## src/rtl/core/g722e_pkg.sv

```systemverilog
// Shared types, command codes and coefficient tables for the 64 kbit/s
// sub-band ADPCM encoder. No dependencies.
`timescale 1ns / 1ps
`default_nettype none

package g722e_pkg;

  localparam int QMF_TAPS = 12;

  // Datapath operation codes issued by the controller
  localparam logic [3:0] OP_NOP   = 4'd0;
  localparam logic [3:0] OP_LOAD  = 4'd1;
  localparam logic [3:0] OP_QMF   = 4'd2;
  localparam logic [3:0] OP_SPLIT = 4'd3;
  localparam logic [3:0] OP_ERR   = 4'd4;
  localparam logic [3:0] OP_QUANT = 4'd5;
  localparam logic [3:0] OP_DQ    = 4'd6;
  localparam logic [3:0] OP_LOG   = 4'd7;
  localparam logic [3:0] OP_POLE1 = 4'd8;
  localparam logic [3:0] OP_POLE0 = 4'd9;
  localparam logic [3:0] OP_SP1   = 4'd10;
  localparam logic [3:0] OP_SP2   = 4'd11;
  localparam logic [3:0] OP_Z1    = 4'd12;
  localparam logic [3:0] OP_Z2    = 4'd13;
  localparam logic [3:0] OP_FIN   = 4'd14;

  localparam logic [4:0] QUANT_LAST = 5'd29;
  localparam logic [4:0] QUANT_OUTER = 5'd30;
  localparam logic [14:0] LOG_MAX_LOW  = 15'd18432;
  localparam logic [14:0] LOG_MAX_HIGH = 15'd22528;
  localparam logic [14:0] STEP_RESET_LOW  = 15'd32;
  localparam logic [14:0] STEP_RESET_HIGH = 15'd8;

  typedef struct packed {
    logic [3:0] op;
    logic       band;
    logic [4:0] cnt;
    logic       emit;
  } cmd_t;

  typedef struct packed {
    logic quant_done;
  } status_t;

  function automatic logic signed [15:0] sat16(input logic signed [20:0] v);
    logic signed [15:0] r;
    if (v > 21'sd32767) r = 16'sh7fff;
    else if (v < -21'sd32768) r = 16'sh8000;
    else r = v[15:0];
    return r;
  endfunction

  function automatic logic signed [12:0] coef_fwd(input logic [3:0] i);
    logic signed [12:0] c;
    case (i)
      4'd0: c = 13'sd3;      4'd1: c = -13'sd11;   4'd2: c = 13'sd12;
      4'd3: c = 13'sd32;     4'd4: c = -13'sd210;  4'd5: c = 13'sd951;
      4'd6: c = 13'sd3876;   4'd7: c = -13'sd805;  4'd8: c = 13'sd362;
      4'd9: c = -13'sd156;   4'd10: c = 13'sd53;   4'd11: c = -13'sd11;
      default: c = 13'sd0;
    endcase
    return c;
  endfunction

  function automatic logic signed [12:0] coef_rev(input logic [3:0] i);
    logic signed [12:0] c;
    case (i)
      4'd0: c = -13'sd11;    4'd1: c = 13'sd53;    4'd2: c = -13'sd156;
      4'd3: c = 13'sd362;    4'd4: c = -13'sd805;  4'd5: c = 13'sd3876;
      4'd6: c = 13'sd951;    4'd7: c = -13'sd210;  4'd8: c = 13'sd32;
      4'd9: c = 13'sd12;     4'd10: c = -13'sd11;  4'd11: c = 13'sd3;
      default: c = 13'sd0;
    endcase
    return c;
  endfunction

  function automatic logic signed [15:0] qm2(input logic [1:0] i);
    logic signed [15:0] c;
    case (i)
      2'd0: c = -16'sd7408;  2'd1: c = -16'sd1616;
      2'd2: c = 16'sd7408;   default: c = 16'sd1616;
    endcase
    return c;
  endfunction

  function automatic logic signed [15:0] qm4(input logic [3:0] i);
    logic signed [15:0] c;
    case (i)
      4'd0: c = 16'sd0;       4'd1: c = -16'sd20456;  4'd2: c = -16'sd12896;
      4'd3: c = -16'sd8968;   4'd4: c = -16'sd6288;   4'd5: c = -16'sd4240;
      4'd6: c = -16'sd2584;   4'd7: c = -16'sd1200;   4'd8: c = 16'sd20456;
      4'd9: c = 16'sd12896;   4'd10: c = 16'sd8968;   4'd11: c = 16'sd6288;
      4'd12: c = 16'sd4240;   4'd13: c = 16'sd2584;   4'd14: c = 16'sd1200;
      default: c = 16'sd0;
    endcase
    return c;
  endfunction

  function automatic logic [11:0] q6(input logic [4:0] i);
    logic [11:0] c;
    case (i)
      5'd1: c = 12'd35;    5'd2: c = 12'd72;    5'd3: c = 12'd110;   5'd4: c = 12'd150;
      5'd5: c = 12'd190;   5'd6: c = 12'd233;   5'd7: c = 12'd276;   5'd8: c = 12'd323;
      5'd9: c = 12'd370;   5'd10: c = 12'd422;  5'd11: c = 12'd473;  5'd12: c = 12'd530;
      5'd13: c = 12'd587;  5'd14: c = 12'd650;  5'd15: c = 12'd714;  5'd16: c = 12'd786;
      5'd17: c = 12'd858;  5'd18: c = 12'd940;  5'd19: c = 12'd1023; 5'd20: c = 12'd1121;
      5'd21: c = 12'd1219; 5'd22: c = 12'd1339; 5'd23: c = 12'd1458; 5'd24: c = 12'd1612;
      5'd25: c = 12'd1765; 5'd26: c = 12'd1980; 5'd27: c = 12'd2195; 5'd28: c = 12'd2557;
      5'd29: c = 12'd2919;
      default: c = 12'd0;
    endcase
    return c;
  endfunction

  function automatic logic [11:0] ilb(input logic [4:0] i);
    logic [11:0] c;
    case (i)
      5'd0: c = 12'd2048;  5'd1: c = 12'd2093;  5'd2: c = 12'd2139;  5'd3: c = 12'd2186;
      5'd4: c = 12'd2233;  5'd5: c = 12'd2282;  5'd6: c = 12'd2332;  5'd7: c = 12'd2383;
      5'd8: c = 12'd2435;  5'd9: c = 12'd2489;  5'd10: c = 12'd2543; 5'd11: c = 12'd2599;
      5'd12: c = 12'd2656; 5'd13: c = 12'd2714; 5'd14: c = 12'd2774; 5'd15: c = 12'd2834;
      5'd16: c = 12'd2896; 5'd17: c = 12'd2960; 5'd18: c = 12'd3025; 5'd19: c = 12'd3091;
      5'd20: c = 12'd3158; 5'd21: c = 12'd3228; 5'd22: c = 12'd3298; 5'd23: c = 12'd3371;
      5'd24: c = 12'd3444; 5'd25: c = 12'd3520; 5'd26: c = 12'd3597; 5'd27: c = 12'd3676;
      5'd28: c = 12'd3756; 5'd29: c = 12'd3838; 5'd30: c = 12'd3922;
      default: c = 12'd4008;
    endcase
    return c;
  endfunction

  // Low-band code for a negative / non-negative error at decision level i
  function automatic logic [5:0] neg6(input logic [4:0] i);
    logic [5:0] c;
    case (i)
      5'd0: c = 6'd0;
      5'd1: c = 6'd63;
      5'd2: c = 6'd62;
      5'd31: c = 6'd0;
      default: c = 6'(7'd34 - {2'b00, i});
    endcase
    return c;
  endfunction

  function automatic logic [5:0] pos6(input logic [4:0] i);
    logic [5:0] c;
    case (i)
      5'd0: c = 6'd0;
      5'd31: c = 6'd0;
      default: c = 6'(7'd62 - {2'b00, i});
    endcase
    return c;
  endfunction

  function automatic logic [2:0] rl42(input logic [3:0] i);
    logic [2:0] c;
    case (i)
      4'd0: c = 3'd0;
      4'd15: c = 3'd0;
      default: c = (i < 4'd8) ? 3'(4'd8 - i) : 3'(4'd15 - i);
    endcase
    return c;
  endfunction

  function automatic logic signed [12:0] wl(input logic [2:0] i);
    logic signed [12:0] c;
    case (i)
      3'd0: c = -13'sd60;  3'd1: c = -13'sd30;  3'd2: c = 13'sd58;   3'd3: c = 13'sd172;
      3'd4: c = 13'sd334;  3'd5: c = 13'sd538;  3'd6: c = 13'sd1198; default: c = 13'sd3042;
    endcase
    return c;
  endfunction

  function automatic logic [1:0] rh2(input logic [1:0] i);
    return i[0] ? 2'd1 : 2'd2;
  endfunction

  function automatic logic signed [12:0] wh(input logic [1:0] i);
    logic signed [12:0] c;
    case (i)
      2'd1: c = -13'sd214;
      2'd2: c = 13'sd798;
      default: c = 13'sd0;
    endcase
    return c;
  endfunction

  // Step size from log scale: table lookup, then a right shift set by the exponent
  function automatic logic [14:0] step_from_log(input logic [14:0] nb, input logic [3:0] bias);
    logic [4:0] sh;
    logic [12:0] v;
    sh = 5'(bias) + 5'd1 - {1'b0, nb[14:11]};
    v = {ilb(nb[10:6]), 1'b0} >> sh;
    return {v, 2'b00};
  endfunction

endpackage

`default_nettype wire

```

## src/rtl/core/g722e_ctrl.sv

```systemverilog
// Sequencer of the sub-band ADPCM encoder, uses g722e_pkg: walks QMF, then
// low and high band steps, one datapath command per cycle bar the emit wait.
`timescale 1ns / 1ps
`default_nettype none

module g722e_ctrl (
  input  wire logic                clk,
  input  wire logic                rst,
  input  wire logic                in_valid,
  output logic                     in_ready,
  input  wire logic                out_free,
  input  wire g722e_pkg::status_t  status,
  output g722e_pkg::cmd_t          cmd
);

  localparam logic [3:0] S_IDLE  = 4'd0;
  localparam logic [3:0] S_QMF   = 4'd1;
  localparam logic [3:0] S_SPLIT = 4'd2;
  localparam logic [3:0] S_ERR   = 4'd3;
  localparam logic [3:0] S_QUANT = 4'd4;
  localparam logic [3:0] S_DQ    = 4'd5;
  localparam logic [3:0] S_LOG   = 4'd6;
  localparam logic [3:0] S_POLE1 = 4'd7;
  localparam logic [3:0] S_POLE0 = 4'd8;
  localparam logic [3:0] S_SP1   = 4'd9;
  localparam logic [3:0] S_SP2   = 4'd10;
  localparam logic [3:0] S_Z1    = 4'd11;
  localparam logic [3:0] S_Z2    = 4'd12;
  localparam logic [3:0] S_FIN   = 4'd13;
  localparam logic [3:0] S_DONE  = 4'd14;

  logic [3:0] state, state_next;
  logic       band, band_next;
  logic [4:0] cnt, cnt_next;

  assign in_ready = (state == S_IDLE);

  always_comb begin
    state_next = state;
    band_next = band;
    cnt_next = cnt;
    cmd.op = g722e_pkg::OP_NOP;
    cmd.emit = 1'b0;
    cmd.band = band;
    cmd.cnt = cnt;
    case (state)
      S_IDLE: begin
        if (in_valid) begin
          cmd.op = g722e_pkg::OP_LOAD;
          state_next = S_QMF;
          cnt_next = 5'd0;
        end
      end
      S_QMF: begin
        cmd.op = g722e_pkg::OP_QMF;
        if (cnt == 5'(g722e_pkg::QMF_TAPS - 1)) state_next = S_SPLIT;
        else cnt_next = cnt + 5'd1;
      end
      S_SPLIT: begin
        cmd.op = g722e_pkg::OP_SPLIT;
        band_next = 1'b0;
        state_next = S_ERR;
      end
      S_ERR: begin
        cmd.op = g722e_pkg::OP_ERR;
        cnt_next = band ? 5'd0 : 5'd1;
        state_next = S_QUANT;
      end
      S_QUANT: begin
        cmd.op = g722e_pkg::OP_QUANT;
        if (status.quant_done) state_next = S_DQ;
        else cnt_next = cnt + 5'd1;
      end
      S_DQ: begin
        cmd.op = g722e_pkg::OP_DQ;
        state_next = S_LOG;
      end
      S_LOG: begin
        cmd.op = g722e_pkg::OP_LOG;
        state_next = S_POLE1;
      end
      S_POLE1: begin
        cmd.op = g722e_pkg::OP_POLE1;
        state_next = S_POLE0;
      end
      S_POLE0: begin
        cmd.op = g722e_pkg::OP_POLE0;
        state_next = S_SP1;
      end
      S_SP1: begin
        cmd.op = g722e_pkg::OP_SP1;
        state_next = S_SP2;
      end
      S_SP2: begin
        cmd.op = g722e_pkg::OP_SP2;
        cnt_next = 5'd5;
        state_next = S_Z1;
      end
      S_Z1: begin
        cmd.op = g722e_pkg::OP_Z1;
        state_next = S_Z2;
      end
      S_Z2: begin
        cmd.op = g722e_pkg::OP_Z2;
        if (cnt == 5'd0) state_next = S_FIN;
        else begin
          cnt_next = cnt - 5'd1;
          state_next = S_Z1;
        end
      end
      S_FIN: begin
        cmd.op = g722e_pkg::OP_FIN;
        if (band) state_next = S_DONE;
        else begin
          band_next = 1'b1;
          state_next = S_ERR;
        end
      end
      S_DONE: begin
        // hold until the output register can take the code
        if (out_free) begin
          cmd.emit = 1'b1;
          state_next = S_IDLE;
        end
      end
      default: state_next = S_IDLE;
    endcase
  end

  always_ff @(posedge clk) begin
    if (rst) begin
      state <= S_IDLE;
      band <= 1'b0;
      cnt <= 5'd0;
    end else begin
      state <= state_next;
      band <= band_next;
      cnt <= cnt_next;
    end
  end

  a_accept_starts: assert property (@(posedge clk) disable iff (rst)
    (in_valid && in_ready) |=> (state == S_QMF && cnt == 5'd0))
    else $error("accepted pair did not start the filter pass");
  a_quant_range: assert property (@(posedge clk) disable iff (rst)
    (state == S_QUANT && !band) |-> (cnt >= 5'd1 && cnt <= g722e_pkg::QUANT_LAST))
    else $error("low-band level search out of range");
  a_emit_free: assert property (@(posedge clk) disable iff (rst)
    cmd.emit |-> out_free)
    else $error("code emitted into a full output register");

endmodule

`default_nettype wire

```

## src/rtl/core/g722e_dp.sv

```systemverilog
// Datapath of the sub-band ADPCM encoder: QMF histories, both band states, a
// shared and a QMF multiplier and saturating predictor math. Uses g722e_pkg.
`timescale 1ns / 1ps
`default_nettype none

module g722e_dp (
  input  wire logic               clk,
  input  wire logic               rst,
  input  wire g722e_pkg::cmd_t    cmd,
  input  wire logic signed [15:0] sample_even,
  input  wire logic signed [15:0] sample_odd,
  output g722e_pkg::status_t      status,
  output logic [7:0]              code_byte
);

  // filter state
  logic signed [15:0] he [12];
  logic signed [15:0] ho [12];
  logic [3:0]         pos;
  logic signed [31:0] acc_o, acc_e;
  logic signed [15:0] xl, xh;

  // band state, index 0 low band, 1 high band
  logic signed [15:0] s_est [2];
  logic signed [15:0] z_est [2];
  logic signed [15:0] last  [2];
  logic signed [15:0] a0    [2];
  logic signed [15:0] a1    [2];
  logic signed [15:0] p0    [2];
  logic signed [15:0] p1    [2];
  logic signed [15:0] d     [14];
  logic signed [15:0] z     [12];
  logic [14:0]        ls    [2];
  logic [14:0]        stp   [2];

  // per-pair scratch
  logic               e_neg;
  logic [14:0]        mag;
  logic [5:0]         code_low;
  logic [1:0]         code_high;
  logic signed [15:0] dx, r, pr, ap0, ap1, spt1, sp;
  logic signed [19:0] sz;

  logic               b;
  logic [3:0]         cnt4;
  logic [4:0]         hsum;
  logic [3:0]         hidx;
  logic signed [16:0] mul_a, mul_b;
  logic signed [33:0] prod;
  logic signed [28:0] prod_o;
  logic signed [32:0] sum33, dif33;
  logic [3:0]         zidx, dridx;
  logic signed [15:0] zr, dr;
  logic signed [15:0] xb, e_c, rr, ll, dd, t1p, t2p, t3w, t3c, ap0s, ap0c, lim;
  logic signed [16:0] t2w;
  logic signed [20:0] t3sum;
  logic [14:0]        thr;
  logic               hit, diff0, diff1;
  logic [4:0]         i_fin;
  logic signed [15:0] qv;
  logic signed [12:0] wv;
  logic signed [16:0] nb17;
  logic [14:0]        nbc;
  logic [7:0]         t1z;
  logic signed [15:0] t2z, zs, sze;

  assign b = cmd.band;
  assign cnt4 = cmd.cnt[3:0];
  assign hsum = {1'b0, pos} + {1'b0, cnt4};
  assign hidx = (hsum >= 5'(g722e_pkg::QMF_TAPS)) ? 4'(hsum - 5'(g722e_pkg::QMF_TAPS))
                                                  : hsum[3:0];
  assign zidx = (b ? 4'd6 : 4'd0) + cnt4;
  assign dridx = (b ? 4'd7 : 4'd0) + cnt4 + ((cmd.op == g722e_pkg::OP_Z1) ? 4'd1 : 4'd0);
  assign zr = z[zidx];
  assign dr = d[dridx];

  always_comb begin
    xb = b ? xh : xl;
    e_c = g722e_pkg::sat16(21'(xb) - 21'(s_est[b]));
    rr = g722e_pkg::sat16(21'(r) + 21'(r));
    ll = g722e_pkg::sat16(21'(last[b]) + 21'(last[b]));
    dd = g722e_pkg::sat16(21'(dr) + 21'(dr));
    qv = b ? g722e_pkg::qm2(code_high) : g722e_pkg::qm4(code_low[5:2]);
    mul_a = 17'sd0;
    mul_b = 17'sd0;
    case (cmd.op)
      g722e_pkg::OP_QMF: begin
        mul_a = 17'(he[hidx]);
        mul_b = 17'(g722e_pkg::coef_fwd(cnt4));
      end
      g722e_pkg::OP_QUANT: begin
        mul_a = b ? 17'sd564 : {5'b0, g722e_pkg::q6(cmd.cnt)};
        mul_b = {2'b00, stp[b]};
      end
      g722e_pkg::OP_DQ: begin
        mul_a = {2'b00, stp[b]};
        mul_b = 17'(qv);
      end
      g722e_pkg::OP_LOG: begin
        mul_a = {2'b00, ls[b]};
        mul_b = 17'sd127;
      end
      g722e_pkg::OP_POLE1: begin
        mul_a = 17'(a1[b]);
        mul_b = 17'sd32512;
      end
      g722e_pkg::OP_POLE0: begin
        mul_a = 17'(a0[b]);
        mul_b = 17'sd32640;
      end
      g722e_pkg::OP_SP1: begin
        mul_a = 17'(ap0);
        mul_b = 17'(rr);
      end
      g722e_pkg::OP_SP2: begin
        mul_a = 17'(ap1);
        mul_b = 17'(ll);
      end
      g722e_pkg::OP_Z1: begin
        mul_a = 17'(zr);
        mul_b = 17'sd32640;
      end
      g722e_pkg::OP_Z2: begin
        mul_a = 17'(zr);
        mul_b = 17'(dd);
      end
      default: begin
        mul_a = 17'sd0;
        mul_b = 17'sd0;
      end
    endcase
  end

  assign prod = mul_a * mul_b;
  assign prod_o = ho[hidx] * g722e_pkg::coef_rev(cnt4);
  assign sum33 = 33'(acc_e) + 33'(acc_o);
  assign dif33 = 33'(acc_e) - 33'(acc_o);

  // quantizer compare
  assign thr = prod[26:12];
  assign hit = ({1'b0, mag} < {1'b0, thr});
  assign i_fin = hit ? cmd.cnt : g722e_pkg::QUANT_OUTER;
  assign status.quant_done = b || hit || (cmd.cnt == g722e_pkg::QUANT_LAST);

  // log-scale adaptation
  assign wv = b ? g722e_pkg::wh(g722e_pkg::rh2(code_high))
                : g722e_pkg::wl(g722e_pkg::rl42(code_low[5:2]));
  assign nb17 = $signed({2'b00, prod[21:7]}) + 17'(wv);
  always_comb begin
    if (nb17 < 17'sd0) nbc = 15'd0;
    else if (!b && nb17 > $signed({2'b00, g722e_pkg::LOG_MAX_LOW}))
      nbc = g722e_pkg::LOG_MAX_LOW;
    else if (b && nb17 > $signed({2'b00, g722e_pkg::LOG_MAX_HIGH}))
      nbc = g722e_pkg::LOG_MAX_HIGH;
    else nbc = nb17[14:0];
  end

  // pole updates
  assign diff0 = pr[15] ^ p0[b][15];
  assign diff1 = pr[15] ^ p1[b][15];
  always_comb begin
    t1p = g722e_pkg::sat16(21'($signed({a0[b], 2'b00})));
    t2w = diff0 ? 17'(t1p) : -17'(t1p);
    t2p = (t2w > 17'sd32767) ? 16'sh7fff : t2w[15:0];
    t3sum = (diff1 ? -21'sd128 : 21'sd128) + 21'(t2p >>> 7) + 21'($signed(prod[33:15]));
    t3w = t3sum[15:0];
    if (t3w > 16'sd12288) t3c = 16'sd12288;
    else if (t3w < -16'sd12288) t3c = -16'sd12288;
    else t3c = t3w;
    ap0s = g722e_pkg::sat16((diff0 ? -21'sd192 : 21'sd192) + 21'($signed(prod[30:15])));
    lim = g722e_pkg::sat16(21'sd15360 - 21'(ap1));
    if (ap0s > lim) ap0c = lim;
    else if (ap0s < -lim) ap0c = -lim;
    else ap0c = ap0s;
  end

  // zero updates
  assign t1z = (dx == 16'sd0) ? 8'd0 : 8'd128;
  assign t2z = (dr[15] ^ dx[15]) ? -$signed({8'b0, t1z}) : $signed({8'b0, t1z});
  assign zs = g722e_pkg::sat16(21'(t2z) + 21'($signed(prod[30:15])));
  assign sze = g722e_pkg::sat16(21'(sz));

  assign code_byte = {code_high, code_low};

  always_ff @(posedge clk) begin
    if (rst) begin
      for (int k = 0; k < g722e_pkg::QMF_TAPS; k++) begin
        he[k] <= '0;
        ho[k] <= '0;
        z[k] <= '0;
      end
      for (int k = 0; k < 14; k++) d[k] <= '0;
      for (int k = 0; k < 2; k++) begin
        s_est[k] <= '0;
        z_est[k] <= '0;
        last[k] <= '0;
        a0[k] <= '0;
        a1[k] <= '0;
        p0[k] <= '0;
        p1[k] <= '0;
        ls[k] <= '0;
      end
      stp[0] <= g722e_pkg::STEP_RESET_LOW;
      stp[1] <= g722e_pkg::STEP_RESET_HIGH;
      pos <= 4'd0;
    end else begin
      case (cmd.op)
        g722e_pkg::OP_LOAD: begin
          he[pos] <= sample_even;
          ho[pos] <= sample_odd;
          pos <= (pos == 4'(g722e_pkg::QMF_TAPS - 1)) ? 4'd0 : pos + 4'd1;
          acc_o <= '0;
          acc_e <= '0;
        end
        g722e_pkg::OP_QMF: begin
          acc_o <= acc_o + 32'(prod);
          acc_e <= acc_e + 32'(prod_o);
        end
        g722e_pkg::OP_SPLIT: begin
          xl <= sum33[29:14];
          xh <= dif33[29:14];
        end
        g722e_pkg::OP_ERR: begin
          e_neg <= e_c[15];
          mag <= e_c[15] ? ~e_c[14:0] : e_c[14:0];
        end
        g722e_pkg::OP_QUANT: begin
          if (b) begin
            if (hit) code_high <= e_neg ? 2'd1 : 2'd3;
            else code_high <= e_neg ? 2'd0 : 2'd2;
          end else if (status.quant_done) begin
            code_low <= e_neg ? g722e_pkg::neg6(i_fin) : g722e_pkg::pos6(i_fin);
          end
        end
        g722e_pkg::OP_DQ: dx <= prod[30:15];
        g722e_pkg::OP_LOG: begin
          ls[b] <= nbc;
          stp[b] <= g722e_pkg::step_from_log(nbc, b ? 4'd10 : 4'd8);
          r <= g722e_pkg::sat16(21'(s_est[b]) + 21'(dx));
          pr <= g722e_pkg::sat16(21'(z_est[b]) + 21'(dx));
        end
        g722e_pkg::OP_POLE1: ap1 <= t3c;
        g722e_pkg::OP_POLE0: ap0 <= ap0c;
        g722e_pkg::OP_SP1: spt1 <= prod[30:15];
        g722e_pkg::OP_SP2: begin
          sp <= g722e_pkg::sat16(21'(spt1) + 21'($signed(prod[30:15])));
          last[b] <= r;
          a1[b] <= ap1;
          a0[b] <= ap0;
          p1[b] <= p0[b];
          p0[b] <= pr;
          d[b ? 4'd7 : 4'd0] <= dx;
          sz <= '0;
        end
        g722e_pkg::OP_Z1: z[zidx] <= zs;
        g722e_pkg::OP_Z2: begin
          sz <= sz + 20'($signed(prod[33:15]));
          d[dridx + 4'd1] <= dr;
        end
        g722e_pkg::OP_FIN: begin
          z_est[b] <= sze;
          s_est[b] <= g722e_pkg::sat16(21'(sp) + 21'(sze));
        end
        default: ;
      endcase
    end
  end

  a_pos_range: assert property (@(posedge clk) disable iff (rst)
    pos < 4'(g722e_pkg::QMF_TAPS))
    else $error("filter write slot out of range");
  a_log_low: assert property (@(posedge clk) disable iff (rst)
    ls[0] <= g722e_pkg::LOG_MAX_LOW && ls[1] <= g722e_pkg::LOG_MAX_HIGH)
    else $error("log scale beyond its limit");
  a_pole_bound: assert property (@(posedge clk) disable iff (rst)
    (cmd.op == g722e_pkg::OP_SP2) |=> (a1[$past(b)] <= 16'sd12288 && a1[$past(b)] >= -16'sd12288))
    else $error("second pole coefficient beyond its limit");

endmodule

`default_nettype wire

```

## src/rtl/core/subband_adpcm_encoder_64k.sv

```systemverilog
// Top level of the 64 kbit/s sub-band ADPCM encoder: stream ports, output
// register, controller and datapath. Uses g722e_pkg, g722e_ctrl, g722e_dp.
// The time from acceptance of a pair to the code byte on the output varies
// with the low-band level search. A new pair is taken only once the last
// code has been emitted; the shared multiplier and the 12-tap filter pass,
// walked one tap per cycle, bound the pair rate.
// Reset (rst, synchronous): clears histories, predictors and log scales, sets
// the step sizes to 32 (low band) and 8 (high band), and drops any pending code.
`timescale 1ns / 1ps
`default_nettype none

module subband_adpcm_encoder_64k (
  input  wire logic        clk,
  input  wire logic        rst,
  input  wire logic        s_axis_tvalid,
  output logic             s_axis_tready,
  input  wire logic [31:0] s_axis_tdata,   // [15:0] sample_even, [31:16] sample_odd
  output logic             m_axis_tvalid,
  input  wire logic        m_axis_tready,
  output logic [7:0]       m_axis_tdata    // [7:0] code_byte
);

  g722e_pkg::cmd_t    cmd;
  g722e_pkg::status_t status;
  logic [7:0]         code_byte;
  logic               out_free;

  // the output register may take a new code when empty or being drained
  assign out_free = !m_axis_tvalid || m_axis_tready;

  g722e_ctrl u_ctrl (
    .clk      (clk),
    .rst      (rst),
    .in_valid (s_axis_tvalid),
    .in_ready (s_axis_tready),
    .out_free (out_free),
    .status   (status),
    .cmd      (cmd)
  );

  g722e_dp u_dp (
    .clk         (clk),
    .rst         (rst),
    .cmd         (cmd),
    .sample_even (s_axis_tdata[15:0]),
    .sample_odd  (s_axis_tdata[31:16]),
    .status      (status),
    .code_byte   (code_byte)
  );

  // Output register: load the finished code, hold it until the sink takes it.
  // The next pair is accepted while a code still waits here.
  always_ff @(posedge clk) begin
    if (rst) begin
      m_axis_tvalid <= 1'b0;
    end else if (cmd.emit) begin
      m_axis_tvalid <= 1'b1;
    end else if (m_axis_tready) begin
      m_axis_tvalid <= 1'b0;
    end
  end

  always_ff @(posedge clk) begin
    if (cmd.emit) begin
      m_axis_tdata <= code_byte;
    end
  end

endmodule

`default_nettype wire
```

## config.mk

```make
export PLATFORM = sky130hd
export DESIGN_NAME = subband_adpcm_encoder_64k
export DESIGN_NICKNAME = d
export VERILOG_FILES = /design/src/rtl/core/g722e_pkg.sv /design/src/rtl/core/g722e_ctrl.sv /design/src/rtl/core/g722e_dp.sv /design/src/rtl/core/subband_adpcm_encoder_64k.sv
export SDC_FILE = /design/constraint.sdc
export NUM_CORES = 2
export LEC_CHECK = 0
export BUFFER_PORTS_ARGS = -buffer_cell sky130_fd_sc_hd__buf_2
export CORE_MARGIN = 2
export CORE_UTILIZATION = 30
export CTS_BUF_LIST = sky130_fd_sc_hd__clkbuf_16
export DETAILED_ROUTE_END_ITERATION = 6
export HOLD_SLACK_MARGIN = 0.08
export PLACE_DENSITY = 0.55
export SYNTH_ARGS = -nofsm -noshare
export SYNTH_HDL_FRONTEND = slang
export SYNTH_HIERARCHICAL = 1
export SYNTH_SLANG_ARGS = --single-unit
export TNS_END_PERCENT = 20
```

## constraint.sdc

```tcl
create_clock -name clk -period 16.72 [get_ports clk]
set_clock_uncertainty 0.05 [all_clocks]
set_input_delay 1.672 -clock clk [delete_from_list [all_inputs] [get_ports clk]]
set_output_delay 1.672 -clock clk [all_outputs]
set_load 0.005 [all_outputs]
```

Yosys cells after proc, flatten, opt, wreduce, memory -nomap -nowiden
Memory sizes are Yosys's and may differ from the RTL's. A register that Yosys moved wholly into a read port is not among the register bits.
Cells that the tools add are included.
- $add $sub $neg: 37
- $mul: 2
- magnitude comparators: 37
- eq/ne operators: 52
- shift-type cells: 1
- muxes and demuxes: 175
- bitwise logic cells: 6
- reduce and logical (&&, ||, !) cells: 52
- operators with widths (operator ; count):
    $mux W16 ; 45
    $pmux W17 S9 ; 2
    $gt A21 B16 Y1 const B ; 11
    $lt A21 B16 Y1 const B ; 11
    $reduce_or A16 Y1 ; 12
    $add A16 B16 Y17 ; 8
    $pmux W32 S2 ; 2
    $pmux W13 S7 ; 1
    $mux W15 ; 5
    $mux W1 ; 68
    $mux W4 ; 17
    $eq A4 B4 Y1 const B ; 16
    $pmux W4 S15 ; 1
    $pmux W4 S14 ; 1
    $gt A17 B16 Y1 const B ; 3
    $pmux W16 S3 ; 1
    $pmux W20 S2 ; 1
    $mux W12 ; 3
    $mux W5 ; 7
    $mul A17 B17 Y34 ; 1
    $add A32 B29 Y32 ; 1
    $add A32 B32 Y32 ; 1
    $eq A4 B3 Y1 const B ; 8
    $add A30 B30 Y30 ; 1
    other kinds (81) ; 135
- bits in registers: 275
- RAM bits: 1080
- memory bits (read-only): 1360
- output and inout port bits: 10
- word-level logic and storage cells: 403
- memories kept: 18
- memories (memory ; words ; bits a word ; read ports ; clocked after Yosys merged registers in ; write ports ; RTL line ; text):
    (no name shown) ; 32 ; 12 ; 1 ; 1 ; 0 ; g722e_pkg.sv:101 ; case (i)
    (no name shown) ; 32 ; 11 ; 1 ; 0 ; 0 ; g722e_pkg.sv:117 ; case (i)
    u_dp.d ; 14 ; 16 ; 1 ; 0 ; 14 ; g722e_dp.sv:31 ; logic signed [15:0] d [14];
    (no name shown) ; 16 ; 13 ; 1 ; 1 ; 0 ; g722e_pkg.sv:67 ; case (i)
    (no name shown) ; 16 ; 13 ; 1 ; 1 ; 0 ; g722e_pkg.sv:88 ; case (i)
    (no name shown) ; 16 ; 13 ; 1 ; 1 ; 0 ; g722e_pkg.sv:55 ; case (i)
    +12 memories ; n/a ; n/a ; n/a ; n/a ; n/a ; n/a ;

Logic depth before layout (Yosys ltp)
An unclocked memory read counts as a cell.
- depth in word-level cells: 23
- depth in mapped cells: 73
- gate-level depth less buffers: 65

Hierarchy
The synthesis kept the hierarchy.
- by module, submodules not included (module ; times used ; cells each ; area an instance (um^2) ; sequential area each (um^2)):
    g722e_dp ; 1 ; 8491 ; 98758.5 ; 44692.9
    g722e_ctrl ; 1 ; 131 ; 979.7 ; 200.2
    subband_adpcm_encoder_64k ; 1 ; 12 ; 286.5 ; 260.2

Worst setup path before layout
OpenSTA, ideal clock, no wires.
- kind: input to register
- start: input s_axis_tvalid
- end: register u_dp.ap0[5] (data pin)
- setup time: 0.254 ns
- arrival: 16.990 ns
- required time: 16.416 ns
- path slack: -0.573 ns
- stages on the path: 64
- path buffers: 7
- path through: or3_1 o211a_1 nor3_1 fa_1 inv_1 fa_1 buf_1 buf_1 buf_1 mux4_2 nand2_1 nand2_1 o21ai_0 nand2_1 a2111oi_0 clkbuf_1 nor2_1 fa_1 (+28 left out) nor4_1 o21bai_1 clkbuf_1 o21ai_0 ha_1 nor2b_1 o21a_1 o21a_1 o21a_1 o21a_1 o21a_1 o21a_1 o21ai_0 a21o_1 clkbuf_1 clkbuf_1 o221ai_1 a21o_1
- RTL lines (what ; RTL line ; text):
    from (decl) ; subband_adpcm_encoder_64k.sv:15 ; input wire logic s_axis_tvalid,
    to (signal assigned) ; g722e_dp.sv:243 ; g722e_pkg::OP_POLE0: ap0 <= ap0c;
    to (decl) ; g722e_dp.sv:41 ; logic signed [15:0] dx, r, pr, ap0, ap1, spt1, sp;

==> summary.txt <==
Final hold vios -> 0
Top-area cell type share of the netlist area -> 0.446
Final nets -> 10000
HP Class -> reg2reg
Hold_buf cts -> 0
Minimum clock period -> 15.87 ns
Tcrit/Tclk final -> 0.949
First-pass DRT Iterations -> 7
Cell area after synthesis -> 100000 µm²
Crit path launch type -> input port
Vias in the first global route -> 71200
Yosys warnings -> 6
Dpl cells -> 13100
Die area -> 338000 µm²
Avg Inst Size Synth -> 11.6 µm²
Starting DRT DRC Count -> 6207
DP Wirelength -> 227 mm
DR vias -> 69300
Synth cell types -> 113
# rows -> 212
First-pass GRT wire length -> 466 mm
Crit end category -> flop
Seq/Total Area, Yosys -> 0.451
Setup_tns -> 0 ns
Final setup viols -> 0
Synth area leaders -> edfxtp_1, fa_1, mux4_2
Max_cap viols -> 0
Clock Latency Late Sink -> 0.88 ns
Final wirelength -> 315 mm
Boundary pin count -> 46
Setup WS post-layout -> 0.854 ns
Top Family by Delay on Critical Path -> adder cells
Clock tree buffer depth -> 4
Clk root buf -> clkbuf_16
Max-slew violation count -> 0
Routability cong. -> 0.928
Setup Crit Path Kind -> in2reg
CP max FO -> 15
Residual DRC -> 1
Slew headroom -> 0.124
Violated checks -> DRC
Met1 Track Usage GR -> 0.242
Reg clk slew, reported paths -> 0.06 ns
Worst slew pin tran -> 1.31 ns
Place WS -> -0.00700 ns
Initial antenna violation count -> 38
Largest net degree at the start of global routing -> 107
Yosys reg bits -> 1513
Initial Utilization -> 0.301
# fillers -> 32900
Drt via density -> 5.15
CTS Buf Count -> 181
Fmax -> 63.0 MHz
Non-filler instance count after layout -> 13500
WP data arrival -> 16.35 ns
Buffers & Inverters on Critical Path -> 9
DR WL/cell -> 23.5 µm
Die H -> 581 µm
Syn Inst Count -> 8634
CTS Sinks -> 1513
Area Growth Syn to Fin -> 14.3%
Yosys top cell by area -> edfxtp_1
Post-DRT Antenna Nets -> 0
Number of enable flip-flop cells after synthesis -> 1485
Core Footprint -> 333000 µm²
H-tree Lvls -> 4
Post-route cell area -> 114000 µm²
Post-DP Area -> 109000 µm²
GR peak layer -> met2
RSZ-0062 raised after global routing -> false
Layout cells sized above 1 -> 0.160
Global route overflow -> 0
CTS tree -> done
Worst path max stage delay -> 0.84 ns
Async SR Flop Fraction -> 0
Grt met2 use -> 0.308
Overall routing resource usage -> 0.184
Critical Path RT -> 17.20 ns
Synth Flop Type -> edfxtp_1
CP max-delay cell -> fa_4
Count leader, synth -> edfxtp_1
Synth top cells by count -> edfxtp_1, nor2_1, inv_1
Run status -> finished with violations
Die width -> 581 µm
IO Port Bufs -> 45
Met3 Track Usage GR -> 0.0313
Syn nets -> 9722
-- kinds of logic (layout without fill, tap and decap cells) --
family	after synthesis	count (layout)	share of synthesized area
fa+ha+maj	1052	1052	0.172
buf+inv	1289	1709	0.0490
flops	1513	1513	0.451
mux	487	487	0.0884
xor+xnor	257	257	0.0226
other cells	0	9	0
compound gates	1207	1207	0.0783
simple gates	2829	2829	0.138
-- worst reg2reg max path: cells and delay by family, from the launching register on --
kind                     cells  cell delay [ns]
flip-flops                   1             0.65
multiplexers                 2             1.01
buffers and inverters        9             1.18
XOR/XNOR                     2             0.33
adder cells (fa/ha/maj)     11             4.99
AND/OR/NAND/NOR             14             2.97
AO/OA/AOI/OAI               26             4.18
-- stage by stage --
step	hold WS, ns	util
floorplan	0.350	-
global placement	0.379	0.326
detailed placement	0.377	0.326
CTS	0.392	0.343
global route	0.403	0.344
finish	0.393	0.344
-- cell usage in the layout (no fill, tap or decap), types with 185 or more instances in the layout --
cell type  instances
and2_1           476
o21ai_0          263
inv_1            860
nor2_1          1056
mux4_2           312
a21oi_1          326
edfxtp_1        1485
clkbuf_16        185
ha_1             508
nand2_1          470
buf_4            497
fa_1             539
-- what timing repair did --
action | in CTS | in global routing
setup buffers | 0 | 0
endpoints found under the setup margin | 0 | 15
gates resized for setup | 0 | 4
-- sequential cells by signal (all words and copies together) (netlist names), 20 cells and up, named ones only --
signal and cells:
u_dp/d 256, u_dp/z 256, u_dp/he 256, u_dp/acc_o 30, u_dp/a1 32, u_dp/s_est 32
u_dp/stp 26, u_dp/ls 30, u_dp/last 32, u_dp/ho 256, u_dp/a0 32, u_dp/z_est 32
u_dp/acc_e 30, u_dp/sz 20
-- worst paths after layout --
check | endpoint | start | slack (ns) | cells after the start
worst min-delay path | m_axis_tdata[0]$_DFFE_PP_ | u_dp/code_low[0]$_DFFE_PP_ | 0.39 | 0
worst max register to register | u_dp/ap0[4]$_DFFE_PP_ | u_ctrl/state[1]$_SDFFE_PP0P_ | 1.01 | 64
worst min register to register | m_axis_tdata[0]$_DFFE_PP_ | u_dp/code_low[0]$_DFFE_PP_ | 0.39 | 0
worst max-delay path | u_dp/ap0[4]$_DFFE_PP_ | s_axis_tvalid | 0.85 | 63
-- routing by layer --
metal / routed length (µm) / up-vias
met5: 176 / -
met4: 10000 / 28
met3: 22400 / 472
met2: 151000 / 2306
met1: 132000 / 35600
li1: - / 30900
-- area by class of cell --
cell class / count / area, µm² / area share
multi-input cells: 5832 / 50500 / 0.442
flip-flops and latches: 1513 / 45200 / 0.395
well taps: 4387 / 5490 / 0.0480
clock buffers: 185 / 4630 / 0.0405
repair buffers: 557 / 4270 / 0.0374
inverters: 830 / 3120 / 0.0273
clock inverters: 137 / 1040 / 0.00914
diodes: 9 / 22.5 / 0.000197
Power is not shown: default switching activity piles up to over one toggle a cycle in this logic, so the estimate is an artifact.
